===== src/tq_pkg.sv =====
// Shared types and codes for the throttled order queue.
// Used by the table cell and the top level.
package tq_pkg;

  // Index field width, wide enough for the deepest supported table
  localparam int IDX_W = 12;

  typedef enum logic [2:0] {
    ACT_NEW    = 3'd0,
    ACT_MODIFY = 3'd1,
    ACT_CANCEL = 3'd2,
    ACT_REPLY  = 3'd3,
    ACT_TICK   = 3'd4
  } action_t;

  typedef enum logic [3:0] {
    OUT_QUEUED       = 4'd0,
    OUT_MODIFIED     = 4'd1,
    OUT_CANCELLED    = 4'd2,
    OUT_ALREADY_SENT = 4'd3,
    OUT_NOT_FOUND    = 4'd4,
    OUT_FULL         = 4'd5,
    OUT_DUPLICATE    = 4'd6,
    OUT_SENT         = 4'd7,
    OUT_IDLE         = 4'd8,
    OUT_FREED        = 4'd9
  } outcome_t;

  typedef enum logic [1:0] {
    OP_INSERT,
    OP_MODIFY,
    OP_FREE,
    OP_SEND
  } slot_op_t;

  typedef enum logic [1:0] {
    ST_IDLE,
    ST_SCAN,
    ST_FINISH
  } state_t;

  localparam logic [2:0] REG_SENDS = 3'd0;
  localparam logic [2:0] REG_TICKS = 3'd4;

  // Search token that walks the cell chain
  typedef struct packed {
    logic             active;
    logic [31:0]      key;
    logic [31:0]      arr;
    logic             found;
    logic [IDX_W-1:0] found_idx;
    logic             found_sent;
    logic             free_found;
    logic [IDX_W-1:0] free_idx;
    logic             best_found;
    logic [IDX_W-1:0] best_idx;
    logic [31:0]      best_dist;
    logic [31:0]      best_key;
    logic [63:0]      best_data;
  } token_t;

  // Update command broadcast to all cells
  typedef struct packed {
    logic             en;
    slot_op_t         op;
    logic [IDX_W-1:0] idx;
    logic [31:0]      key;
    logic [63:0]      data;
    logic [31:0]      age;
  } slot_cmd_t;

endpackage


===== src/tq_cell.sv =====
// One table slot: holds an order and folds its match into the passing token.
// Depends on tq_pkg.
module tq_cell #(
  parameter int IDX = 0
) (
  input  logic              clk,
  input  logic              rst,
  input  tq_pkg::token_t    tok_in,
  output tq_pkg::token_t    tok_out,
  input  tq_pkg::slot_cmd_t cmd
);
  import tq_pkg::*;

  localparam logic [IDX_W-1:0] MY_IDX = IDX_W'(IDX);

  logic        valid;
  logic        sent;
  logic [31:0] key;
  logic [63:0] payload;
  logic [31:0] age;
  token_t      tok_next;
  logic [31:0] span;

  // Fold this slot into the token
  always_comb begin
    tok_next = tok_in;
    span = tok_in.arr - age;
    if (valid && key == tok_in.key && !tok_in.found) begin
      tok_next.found      = 1'b1;
      tok_next.found_idx  = MY_IDX;
      tok_next.found_sent = sent;
    end
    if (!valid && !tok_in.free_found) begin
      tok_next.free_found = 1'b1;
      tok_next.free_idx   = MY_IDX;
    end
    if (valid && !sent && (!tok_in.best_found || span > tok_in.best_dist)) begin
      tok_next.best_found = 1'b1;
      tok_next.best_idx   = MY_IDX;
      tok_next.best_dist  = span;
      tok_next.best_key   = key;
      tok_next.best_data  = payload;
    end
  end

  // Advance the token to the next cell
  always_ff @(posedge clk) begin
    if (rst) begin
      tok_out.active <= 1'b0;
    end else begin
      tok_out.active <= tok_in.active;
    end
    tok_out.key        <= tok_next.key;
    tok_out.arr        <= tok_next.arr;
    tok_out.found      <= tok_next.found;
    tok_out.found_idx  <= tok_next.found_idx;
    tok_out.found_sent <= tok_next.found_sent;
    tok_out.free_found <= tok_next.free_found;
    tok_out.free_idx   <= tok_next.free_idx;
    tok_out.best_found <= tok_next.best_found;
    tok_out.best_idx   <= tok_next.best_idx;
    tok_out.best_dist  <= tok_next.best_dist;
    tok_out.best_key   <= tok_next.best_key;
    tok_out.best_data  <= tok_next.best_data;
  end

  // Apply slot updates addressed to this cell
  always_ff @(posedge clk) begin
    if (rst) begin
      valid <= 1'b0;
      sent  <= 1'b0;
    end else if (cmd.en && cmd.idx == MY_IDX) begin
      case (cmd.op)
        OP_INSERT: begin
          valid <= 1'b1;
          sent  <= 1'b0;
        end
        OP_FREE: begin
          valid <= 1'b0;
          sent  <= 1'b0;
        end
        OP_SEND: begin
          sent <= 1'b1;
        end
        default: begin
          valid <= valid;
        end
      endcase
    end
    if (cmd.en && cmd.idx == MY_IDX) begin
      if (cmd.op == OP_INSERT) begin
        key     <= cmd.key;
        payload <= cmd.data;
        age     <= cmd.age;
      end else if (cmd.op == OP_MODIFY) begin
        payload <= cmd.data;
      end
    end
  end

endmodule

===== config.mk =====
export PLATFORM = sky130hd
export DESIGN_NAME = tq_cell
export DESIGN_NICKNAME = d
export VERILOG_FILES = /design/src/tq_pkg.sv /design/src/tq_cell.sv
export SDC_FILE = /design/constraint.sdc
export NUM_CORES = 1
export LEC_CHECK = 0
export BUFFER_PORTS_ARGS = -buffer_cell sky130_fd_sc_hd__clkbuf_2
export CAP_MARGIN = 20
export CORE_AREA = 4 4 235 237
export DETAILED_ROUTE_END_ITERATION = 8
export DIE_AREA = 0 0 239 241
export PLACE_DENSITY = 0.53
export SYNTH_ARGS = -nofsm -noshare
export SYNTH_HDL_FRONTEND = slang
export SYNTH_SLANG_ARGS = --single-unit

===== constraint.sdc =====
create_clock -name clk -period 7.2 [get_ports clk]
set_input_delay 0.36 -clock clk [delete_from_list [all_inputs] [get_ports clk]]
set_output_delay 0.36 -clock clk [all_outputs]
set_load 0.02 [all_outputs]

==> results of run 1 <==
[state kept, by name, summed over array words and instances (netlist names)]
signal / flops
tok_out: 233
payload: 64
age: 32
key: 32
sent: 1
valid: 1
[logic make-up after synthesis]
family,Yosys count
AOI/OAI and AO/OA,147
buffers and inverters,98
and+or+nand+nor,179
xor gates and xnor gates,55
DFF,363
adders and majority gates,64
muxes,124
[worst max-delay path: stages]
cell,delay (ps)
dlygate4sd3_1,560
clkbuf_2,130
inv_1,50
ha_1,170
inv_1,60
fa_1,390
a21oi_1,200
nor2_1,140
o21a_1,230
o2111ai_1,400
nand3_1,200
a221oi_1,380
ha_1,300
nand4_1,130
nor2_1,90
and4_1,230
o311a_1,170
a2111oi_4,660
or2_4,560
buf_4,430
mux2_2,390
[layout make-up]
class | count | area (µm²)
timing repair buffer | 931 | 6260
fill | 4970 | 31200
antenna | 4 | 10.0
inverter | 73 | 274
tap | 696 | 871
sequential | 363 | 8550
clock buffer | 60 | 1260
multi-input combinational | 569 | 4640
clock inverter | 18 | 210
[timing repair]
item	4_1_cts	5_1_grt
hold buffers	314	0
setup endpoints to repair	0	0
endpoints found under the hold margin	314	0
[where the power goes]
part           switching, mW  internal, mW
sequential            0.0233          2.19
clock                  0.903          1.31
combinational          0.328         0.323
total                   1.25          3.82
[cell usage after synthesis (14+ instances only)]
cell	n	area (µm²)
nor2b_1	16	100
a21o_1	14	105
mux2_1	50	563
dfxtp_1	235	4700
and2_1	28	175
nor3_1	15	75.1
nand2_1	34	128
mux2_2	73	822
o21ai_0	23	115
inv_1	73	274
xnor2_1	40	350
nor2_1	30	113
a21oi_1	42	210
ha_1	63	788
xor2_1	15	131
nand4_1	17	106
edfxtp_1	128	3840
[final timing paths]
check,slack (ps),endpoint
worst min-delay path,40,tok_out[110]
worst max-delay path,1350,tok_out[1]
worst max register to register,1520,tok_out[1]
worst min register to register,450,tok_out[47]
[routing by layer]
| layer | global-route usage, % | share of wire [%] |
|---|---|---|
| met1 | 20.4 | 38 |
| met2 | 30.5 | 51 |
| met3 | 4.71 | 7.7 |
| met4 | 7.61 | 3.9 |
| met5 | 0 | 0.024 |
==> metrics.md, run 1 <==
| Metric | Value |
|---|---|
| Status | finished clean |
| Register area share after synthesis | 62.6% |
| CTS max path bufs | 3 |
| Mux contribution to synthesized area | between 10% and 20% |
| Starting Density | about a quarter |
| Skew-Pair Late Insertion Delay | ~570 ps |
| Die ar. | between 50,000 and 60,000 µm² |
| Vias in the first global route | about 13,000 |
| Remaining global-route overflow | 0 |
| Gr usage total | 17.5% |
| Chip height | between 200 and 250 µm |
| Most used DFF post-synth | dfxtp_1 |
| Adder-cell area share of the yosys netlist | about 5.9% |
| Req. time, crit path | between 7000 and 8000 ps |
| Final Hold Vio Count | 0 |
| First-pass GRT wire length | just under 80,000 µm |
| Crit path max fanout | 30 |
| Share of layout cells above drive strength 1 | a little under two fifths |
| Nets | ~2,400 |
| Vias per Instance | 4.34 |
| Slew HR | a little under two fifths |
| Critical path startpoint | tok_in[168] |
| Post-layout util | 41.4% |
| Lkg Pwr | 9.96 nW |
| Setup Viol. Count Final | 0 |
| Worst Tran Pin Value | between 900 and 1000 ps |
| FF-to-FF Start | age[17] |
| Final WS setup | 1350 ps |
| Most frequent cells in the layout | clkbuf_2 (610), dlygate4sd3_1 (314), dfxtp_1 (235), edfxtp_1 (128) |
| Max Freq | approximately 170 MHz |
| Detail Route Antenna Nets | 0 |
| PortBufs | ~600 |
| Die Wd | 239 µm |
| CTS Buf Count | 42 |
| GPL Wtd Cong | between 0.9 and 1 |
| Final Slew Violations | 0 |
| Power Density | about 230 nW/µm² |
| CTS tree | yes |
| Compound-cell area share of the yosys netlist | 7.25% |
| Hold Path Depth | 2 |
| Commonest non-fill, non-tap cell in the layout | clkbuf_2 |
| DR WL/cell | around 20 µm |
| Max-Cap Viols | 0 |
| Largest family of logic cells by synthesized area | multiplexers |
| IR Drop Worst-Case VDD | about 0.20 mV |
| Fin crit period | slightly below 6000 ps |
| Syn nets | between 1,000 and 1,500 |
| Distinct cell type count after synthesis | slightly above 60 |
| Antenna violations before repair | 6 |
| Clock-pin slew on the worst setup and hold paths | 60 ps |
| RSZ-0062 raised after global routing | no |
| Clock sink total | 363 |
| Post-Synthesis Cell Area | about 14,000 µm² |
| DRT Pass-1 Iters | 4 |
| Hold_sp | tok_in[110] |
| XOR/XNOR Fraction of Synth Area | 3.53% |
| WL final | approximately 53,000 µm |
| Startpoint types | input pin |
| Design Power | a little over 5 mW |
| Root Buffer | clkbuf_16 |
| Setup_tns | 0 ps |
| Cell area after placement | between 15,000 and 20,000 µm² |
| Synth warn | 0 |
| #FFs+latches synth | between 300 and 400 |
| Crit share post-route | around 81% |
| Mean post-synth cell area | ~13 µm² |
| Post-route clock skew | around 16 ps |
| Placed cells | 2,318 |
| Setup repair bufs after CTS | 0 |
| CP Capture Type | register |
| Setup Crit Path Kind | input pin to register |
| Core area | about 53,000 µm² |
| Area Overhead vs Synth | 61.6% |
| I/O pin count | 611 |
| DP Wirelength | 40,300 µm |
| Post-Layout Cell Count | between 2,000 and 3,000 |
| Async S/R FF share, synth | 0% |
| Initial DRC count | 574 |
| Hold WS | roughly 43 ps |
| Simple-gate share of the synthesized area | slightly below 7% |
| Cells after synthesis | 1,030 |
| # DRC | 0 |
| Final instance area | roughly 22,000 µm² |
| Worst Reg2Reg Path Length in Cells | 18 |
| CTS resizes | 0 |
| Arr. time, crit path | ~6300 ps |
| Via count | between 10,000 and 15,000 |
| Hold WC Path Type | input pin to register |
| Largest net degree at the start of global routing | 65 |
| Number of cell rows | 85 |
| Place WS | around 1400 ps |
| H-tree Lvls | 2 |
| Number of synthesized flops with an enable pin | about 130 |
Note: power is estimated with default switching activity, not from simulation.
==> inputs of run 2 (changes only) <==
CORE_AREA = 4 4 238 240   (was 4 4 235 237)
DIE_AREA = 0 0 242 244   (was 0 0 239 241)
PLACE_DENSITY = 0.54   (was 0.53)
clock period = 4.8 ns   (was 7.2 ns; I/O delays follow)
==> metrics.md, run 2 (synthesis gave the netlist of run 1 again) <==
| Metric | Value |
|---|---|
| Status | finished clean |
| Final Hold Vio Count | 0 (unchanged) |
| CTS max path bufs | 3 (unchanged) |
| Arr. time, crit path | 5070 ps (-1230 ps) |
| Startpoint types | input pin |
| Fin crit period | ~4600 ps |
| Setup_tns | 0 ps (unchanged) |
| Starting Density | 25.0% (-0.65 points) |
| Vias per Instance | 4.32 (-0.50%) |
| Cell area after placement | 17,700 µm² (+1.5%) |
| CP max stage cell | dlygate4sd3_1 |
| Vias in the first global route | 13,400 (+4.2%) |
| Design Power | 7.58 mW (+49%) |
| Core area | 54,700 µm² (+2.6%) |
| First-pass GRT wire length | 80,700 µm (+5.0%) |
| Antenna violations before repair | 6 (unchanged) |
| PortBufs | 610 (unchanged) |
| Worst-path cell chain | dlygate4sd3_1 > clkbuf_2 > inv_1 > ha_1 > inv_1 > fa_1 > a21oi_1 > nor2_1 > o21a_1 > o2111ai_2 > a311o_1 > a221oi_2 > ha_1 > nand4_1 > nor2_2 > and4_1 > o311a_1 > a2111oi_4 > or2_4 > buf_12 > clkbuf_16 > mux2_2 |
| Worst Tran Pin Value | 910 ps (-32.8 ps) |
| Initial DRC count | 432 (-25%) |
| Skew-Pair Late Insertion Delay | 570 ps (about the same) |
| Setup Crit Path Kind | input pin to register |
| H-tree Lvls | 2 (unchanged) |
| Hold WC Path Type | input pin to register |
| Req. time, crit path | 5250 ps (-2400 ps) |
| Crit path buffers/inverters | 6 (+1) |
| WL final | 55,200 µm (+3.6%) |
| Lkg Pwr | 10.3 nW (+3.9%) |
| Clock-pin slew on the worst setup and hold paths | 60 ps (about the same) |
| Max-Cap Viols | 0 (unchanged) |
| Clock sink total | 363 (unchanged) |
| DR WL/cell | 19.7 µm (+0.47%) |
| Top delay family on crit path | compound AO/OA/AOI/OAI gates |
| Area Overhead vs Synth | 68.0% |
| Post-route clock skew | 20.6 ps (+4.28 ps) |
| Chip height | 244 µm (+1.2%) |
| Number of cell rows | 86 (+1.2%) |
| Gr usage total | 17.8% (+0.31 points) |
| CP max stage delay | 540 ps (-120 ps) |
| Die ar. | 59,000 µm² (+2.5%) |
| Slew HR | 39.3% (+2.2 points) |
| CP Capture Type | register |
| Commonest non-fill, non-tap cell in the layout | clkbuf_2 |
| IR Drop Worst-Case VDD | 0.261 mV (+34%) |
| Largest net degree at the start of global routing | 65 (unchanged) |
| Final Slew Violations | 0 (unchanged) |
| Power Density | 330 nW/µm² (+44%) |
| DRT Pass-1 Iters | 5 (+1) |
| Max Freq | approximately 220 MHz |
| I/O pin count | 611 (unchanged) |
| Max reg flops | 233 (unchanged) |
| Final instance area | 23,000 µm² (+4.0%) |
| Detail Route Antenna Nets | 0 (unchanged) |
| CTS tree | yes |
| Share of layout cells above drive strength 1 | 39.1% (+0.86 points) |
| Remaining global-route overflow | 0 (unchanged) |
| Crit path max fanout | 13 (-57%) |
| GPL Wtd Cong | 0.881 (-4.5%) |
| Via count | 12,100 (+2.6%) |
| DP Wirelength | 41,200 µm (+2.2%) |
| Biggest regs | tok_out (233), payload (64) |
| Crit share post-route | roughly 96% |
| Nets | 2,498 (+3.1%) |
| # DRC | 0 (unchanged) |
| Most frequent cells in the layout | clkbuf_2 (610), dlygate4sd3_1 (360), dfxtp_1 (235), edfxtp_1 (128), mux2_2 (73) |
| Die Wd | 242 µm (+1.3%) |
| Setup Viol. Count Final | 0 (unchanged) |
| CTS Buf Count | 42 (unchanged) |
| RSZ-0062 raised after global routing | yes |
| Top reg by flops | tok_out |
| Root Buffer | clkbuf_16 |
## run 2: cell types whose count changed in the layout (fill, tap and decap cells not counted), moves of 3 or more
cell and delta:
clkbuf_8 -4, o21ai_0 -3, clkinvlp_4 +3, buf_12 +5
o2111ai_1 -3, dlygate4sd3_1 +46, o2111ai_2 +3, buf_4 +21
a211oi_1 -3, clkbuf_1 +3
## run 2: worst register-to-register path, stage by stage (launching register included)
cell	delay [ps]
edfxtp_1	370
ha_1	210
inv_1	70
fa_1	190
a21oi_1	90
nor2_1	280
o21a_1	230
o2111ai_2	200
a311o_1	410
a221oi_2	320
ha_1	290
nand4_1	150
nor2_2	60
and4_1	190
o311a_1	150
a2111oi_4	340
or2_4	210
buf_12	160
clkbuf_16	220
mux2_2	340
## run 2: cell type report
| cell class | instances | area (µm²) |
|---|---|---|
| fillers | 5048 | 31700 |
| repair buffers | 1007 | 7080 |
| diodes | 4 | 10.0 |
| clock buffers | 59 | 1220 |
| inverters | 73 | 274 |
| flip-flops and latches | 363 | 8550 |
| multi-input cells | 569 | 4760 |
| well taps | 704 | 881 |
| clock inverters | 19 | 178 |
## run 2: metal layers
layer  share of wire (%)  global-route usage [%]  routed length (µm)  up-vias
li1                    -                       -                   -     5750
met3                 7.4                    5.53                4080      113
met4                 3.8                    7.31                2120        2
met5               0.025                       0                  14        -
met1                  39                    20.2               21800     5717
met2                  49                    31.3               27200      494
## run 2: what timing repair did
item,in CTS,in global routing
gates cloned,0,2
setup endpoints to repair,96,131
hold buffers,360,0
hold endpoints to repair,359,0
setup buffers,2,2
pin swaps,1,5
resized for setup,2,26
## run 2: path summary, 6_finish.rpt
check / startpoint / endpoint / slack, ps / cells after the start
worst max-delay path: tok_in[168] / tok_out[40] / 180 / 22
worst max register to register: age[0] / tok_out[40] / 190 / 19
worst min-delay path: tok_in[154] / tok_out[154] / 40 / 2
worst min register to register: payload[50] / tok_out[50] / 440 / 1
## run 2: report_power, final
part | total [mW] | switching, mW | leakage [nW] | internal, mW
sequential | 3.32 | 0.0355 | 3.13 | 3.28
combinational | 1.04 | 0.517 | 6.54 | 0.523
clock | 3.22 | 1.37 | 0.677 | 1.85
total | 7.58 | 1.92 | 10.3 | 5.66
## run 2: metrics by stage
stage	utilization, %	setup WS, ps	hold slack [ps]	instances
after floorplan	-	372	268	1030
after global placement	32.4	-68.8	362	2350
after detailed placement	32.4	-120	366	2350
after CTS	41.6	15.9	16.3	2790
after global routing	42.0	-20.1	37.5	2796
final	42.0	179	44.0	2798
==> inputs of run 3 (changes only) <==
ABC_AREA = 1   (was not set)
PLACE_DENSITY = 0.55   (was 0.54)
==> metrics.md, run 3 <==
| Metric | Value |
|---|---|
| Status | finished clean |
| Clk pwr share | 42.2% (-0.3 points) |
| Vias per Instance | 4.41 (+2.1%) |
| Max reg flops | 233 (unchanged) |
| Setup_tns | 0 ps (unchanged) |
| Biggest regs | tok_out (233), payload (64) |
| Post-route clock skew | 27.1 ps (+6.50 ps) |
| Chip height | 244 µm (unchanged) |
| Nets | 3,006 (+20%) |
| Core area | 54,700 µm² (unchanged) |
| Crit share post-route | 89.2% (-7.1 points) |
| Root Buffer | clkbuf_16 |
| Top cells by count, synth | nand2_1 (488), dfxtp_1 (235), inv_1 (198), nand3_1 (161), edfxtp_1 (128) |
| Clock sink total | 363 (unchanged) |
| Gr usage total | 19.2% (+1.4 points) |
| Place WS | 609 ps (+729 ps) |
| Share of layout cells above drive strength 1 | 27.0% (-12 points) |
| Critical path startpoint | tok_in[168] |
| Startpoint types | input pin |
| Vias in the first global route | 15,500 (+16%) |
| Switching power | 1.97 mW (+2.3%) |
| Slew HR | 27.0% (-12 points) |
| Post-layout util | 42.7% (+0.69 points) |
| Top delay family on crit path | simple AND/OR/NAND/NOR gates |
| CTS tree | yes |
| Top-count cell post-synth | nand2_1 |
| Final Slew Violations | 0 (unchanged) |
| FF-to-FF Start | age[0] |
| Crit path to | tok_out[4] |
| Clock-pin slew on the worst setup and hold paths | 60 ps (about the same) |
| Worst Reg2Reg Path Length in Cells | 24 (+5) |
| Area Overhead vs Synth | 61.1% |
| Register area share after synthesis | 59.0% (-3.6 points) |
| DR WL/cell | 17.8 µm (-9.6%) |
| Starting Density | 26.5% (+1.5 points) |
| Post-Layout Cell Count | 3,308 (+18%) |
| CP Capture Type | register |
| Lkg Pwr | 11.7 nW (+13%) |
| Synth warn | 0 (unchanged) |
| Post-Synthesis Cell Area | 14,500 µm² (+6.0%) |
| Most frequent cells in the layout | clkbuf_2 (610), nand2_1 (488), dlygate4sd3_1 (363), dfxtp_1 (235), inv_1 (198) |
| Comb power frac | 14.3% (+0.6 points) |
| Detail Route Antenna Nets | 0 (unchanged) |
| DRT Pass-1 Iters | 5 (unchanged) |
| FF-to-FF End | tok_out[4] |
| Fin crit period | 4280 ps (-341 ps) |
| DP Wirelength | 43,500 µm (+5.6%) |
| Arr. time, crit path | 4770 ps (-300 ps) |
| Req. time, crit path | 5290 ps (+40 ps) |
| # DRC | 0 (unchanged) |
| R2r setup slk | 570 ps (+380 ps) |
| Initial DRC count | 876 (+100%) |
| GPL Wtd Cong | 0.934 (+6.0%) |
| PortBufs | 610 (unchanged) |
| Number of cell rows | 86 (unchanged) |
| Via count | 14,600 (+21%) |
| Skew-Pair Late Insertion Delay | 580 ps (about the same) |
| Most frequent CP cell | nand2_1 |
| CP max stage delay | 530 ps (about the same) |
| Hold WS | 66.3 ps (+22.4 ps) |
| Die ar. | 59,000 µm² (unchanged) |
| Synth top area cells | dfxtp_1 (32%), edfxtp_1 (27%), nand2_1 (13%) |
| Hold WC Path Type | input pin to register |
| Max-Cap Viols | 0 (unchanged) |
| Distinct cell type count after synthesis | 30 (-51%) |
| Final WS setup | 520 ps (+341 ps) |
| Antenna violations before repair | 9 (+3) |
| CTS resizes | 0 (-2) |
| Placed cells | 2,862 (+22%) |
| Most used DFF post-synth | dfxtp_1 |
| Power Density | 327 nW/µm² (-0.95%) |
| Seq pwr share | 43.5% (-0.3 points) |
| I/O pin count | 611 (unchanged) |
| Crit path max fanout | 133 (+120) |
| Setup Crit Path Kind | input pin to register |
| Largest net degree at the start of global routing | 134 (+110%) |
| Top reg by flops | tok_out |
| Setup Viol. Count Final | 0 (unchanged) |
| Hold Path Depth | 3 (+1) |
| Cells after synthesis | 1,585 (+54%) |
| Worst Tran Pin Value | 1090 ps (+181 ps) |
| Async S/R FF share, synth | 0% (unchanged) |
| #FFs+latches synth | 363 (unchanged) |
| Fillers | 5,266 (+4.3%) |
| P_int | 5.67 mW (+0.12%) |
| Die Wd | 242 µm (unchanged) |
| Worst path depth | 27 (+23%) |
| Remaining global-route overflow | 0 (unchanged) |
| Final Hold Vio Count | 0 (unchanged) |
| CTS Buf Count | 41 (-2.4%) |
| Post-synth top area cell | dfxtp_1 |
| CTS max path bufs | 3 (unchanged) |
| Commonest non-fill, non-tap cell in the layout | clkbuf_2 |
| Yosys top cell area share | 32.5% (-2.0 points) |
| Mean post-synth cell area | 9.14 µm² (-31%) |
| Crit path buffers/inverters | 5 (-1) |
| H-tree Lvls | 2 (unchanged) |
| CP max stage cell | dlygate4sd3_1 |
| Sw Ratio | 25.8% (+0.42 points) |
| RSZ-0062 raised after global routing | no |
| Syn nets | 2,027 (+38%) |
| WL final | 59,000 µm (+6.9%) |
| Max Freq | 234 MHz (+8.0%) |
| First-pass GRT wire length | 89,300 µm (+11%) |
| Number of synthesized flops with an enable pin | 128 (unchanged) |
| IR Drop Worst-Case VDD | 0.289 mV (+11%) |
run 3: cell count changes after synthesis, moves of 35 or more:
| cell | previous run | this run |
|---|---|---|
| nand2_1 | 34 | 488 |
| nand3_1 | 11 | 161 |
| xnor2_1 | 40 | 5 |
| inv_1 | 73 | 198 |
| nor2_1 | 30 | 84 |
| mux2_2 | 73 | 0 |
| mux2_1 | 50 | 0 |
run 3: cell type report:
| type | instances | area [µm²] | share of cell area (%) |
|---|---|---|---|
| flip-flops and latches | 363 | 8550 | 36.6 |
| repair buffers | 982 | 6800 | 29.2 |
| multi-input cells | 978 | 4930 | 21.1 |
| clock buffers | 60 | 1210 | 5.18 |
| well taps | 704 | 881 | 3.77 |
| inverters | 198 | 743 | 3.18 |
| clock inverters | 16 | 203 | 0.869 |
| diodes | 7 | 17.5 | 0.0751 |
run 3: power groups by stage:
stage	clock [mW]	combinational, mW	sequential, mW
6_report	3.22	1.09	3.32
5_1_grt	3.43	1.18	3.33
4_1_cts	3.30	1.08	3.32
3_5_place_dp	0	0.831	3.39
3_3_place_gp	0	0.820	3.39
2_1_floorplan	0	0.294	3.51
run 3: timing repair:
item	4_1_cts	5_1_grt
setup buffers	0	0
endpoints found under the hold margin	362	0
hold buffers	363	0
endpoints found under the setup margin	0	0
run 3: cell families (layout without fill, tap and decap cells):
family / Yosys count / after routing / share of synthesized area, %
adders and majority gates: 64 / 64 / 5.58
DFF: 363 / 363 / 59.0
other: 0 / 7 / 0
xor gates and xnor gates: 26 / 26 / 1.57
AOI/OAI and AO/OA: 104 / 104 / 4.12
buffers and inverters: 244 / 1256 / 7.20
and+or+nand+nor: 784 / 784 / 22.5
run 3: metrics by stage:
stage               area [µm²]  total power, mW
finish                   23300             7.64
global route             23300             7.94
CTS                      23300             7.70
detailed placement       18300             4.22
global placement         18300             4.21
floorplan                14500             3.80
run 3: worst min path at each step:
stage	to	slack, ps	startpoint
floorplan	tok_out[168]	270	tok_in[168]
global placement	tok_out[168]	360	tok_in[168]
detailed placement	tok_out[200]	370	tok_in[200]
CTS	sent	20	cmd[140]
global route	sent	50	cmd[140]
finish	sent	70	cmd[140]
run 3: worst min-delay path, cell delays in order:
cell      delay [ps]
clkbuf_2          70
or2_2            140
and3_1           160
run 3: per-layer routing:
layer / vias to the layer above / wire (µm) / GRT usage (%)
met5: - / 27 / 0
met4: 4 / 2660 / 8.18
met3: 148 / 4740 / 5.89
met2: 647 / 29100 / 33.7
li1: 7075 / - / -
met1: 6708 / 22500 / 21.8
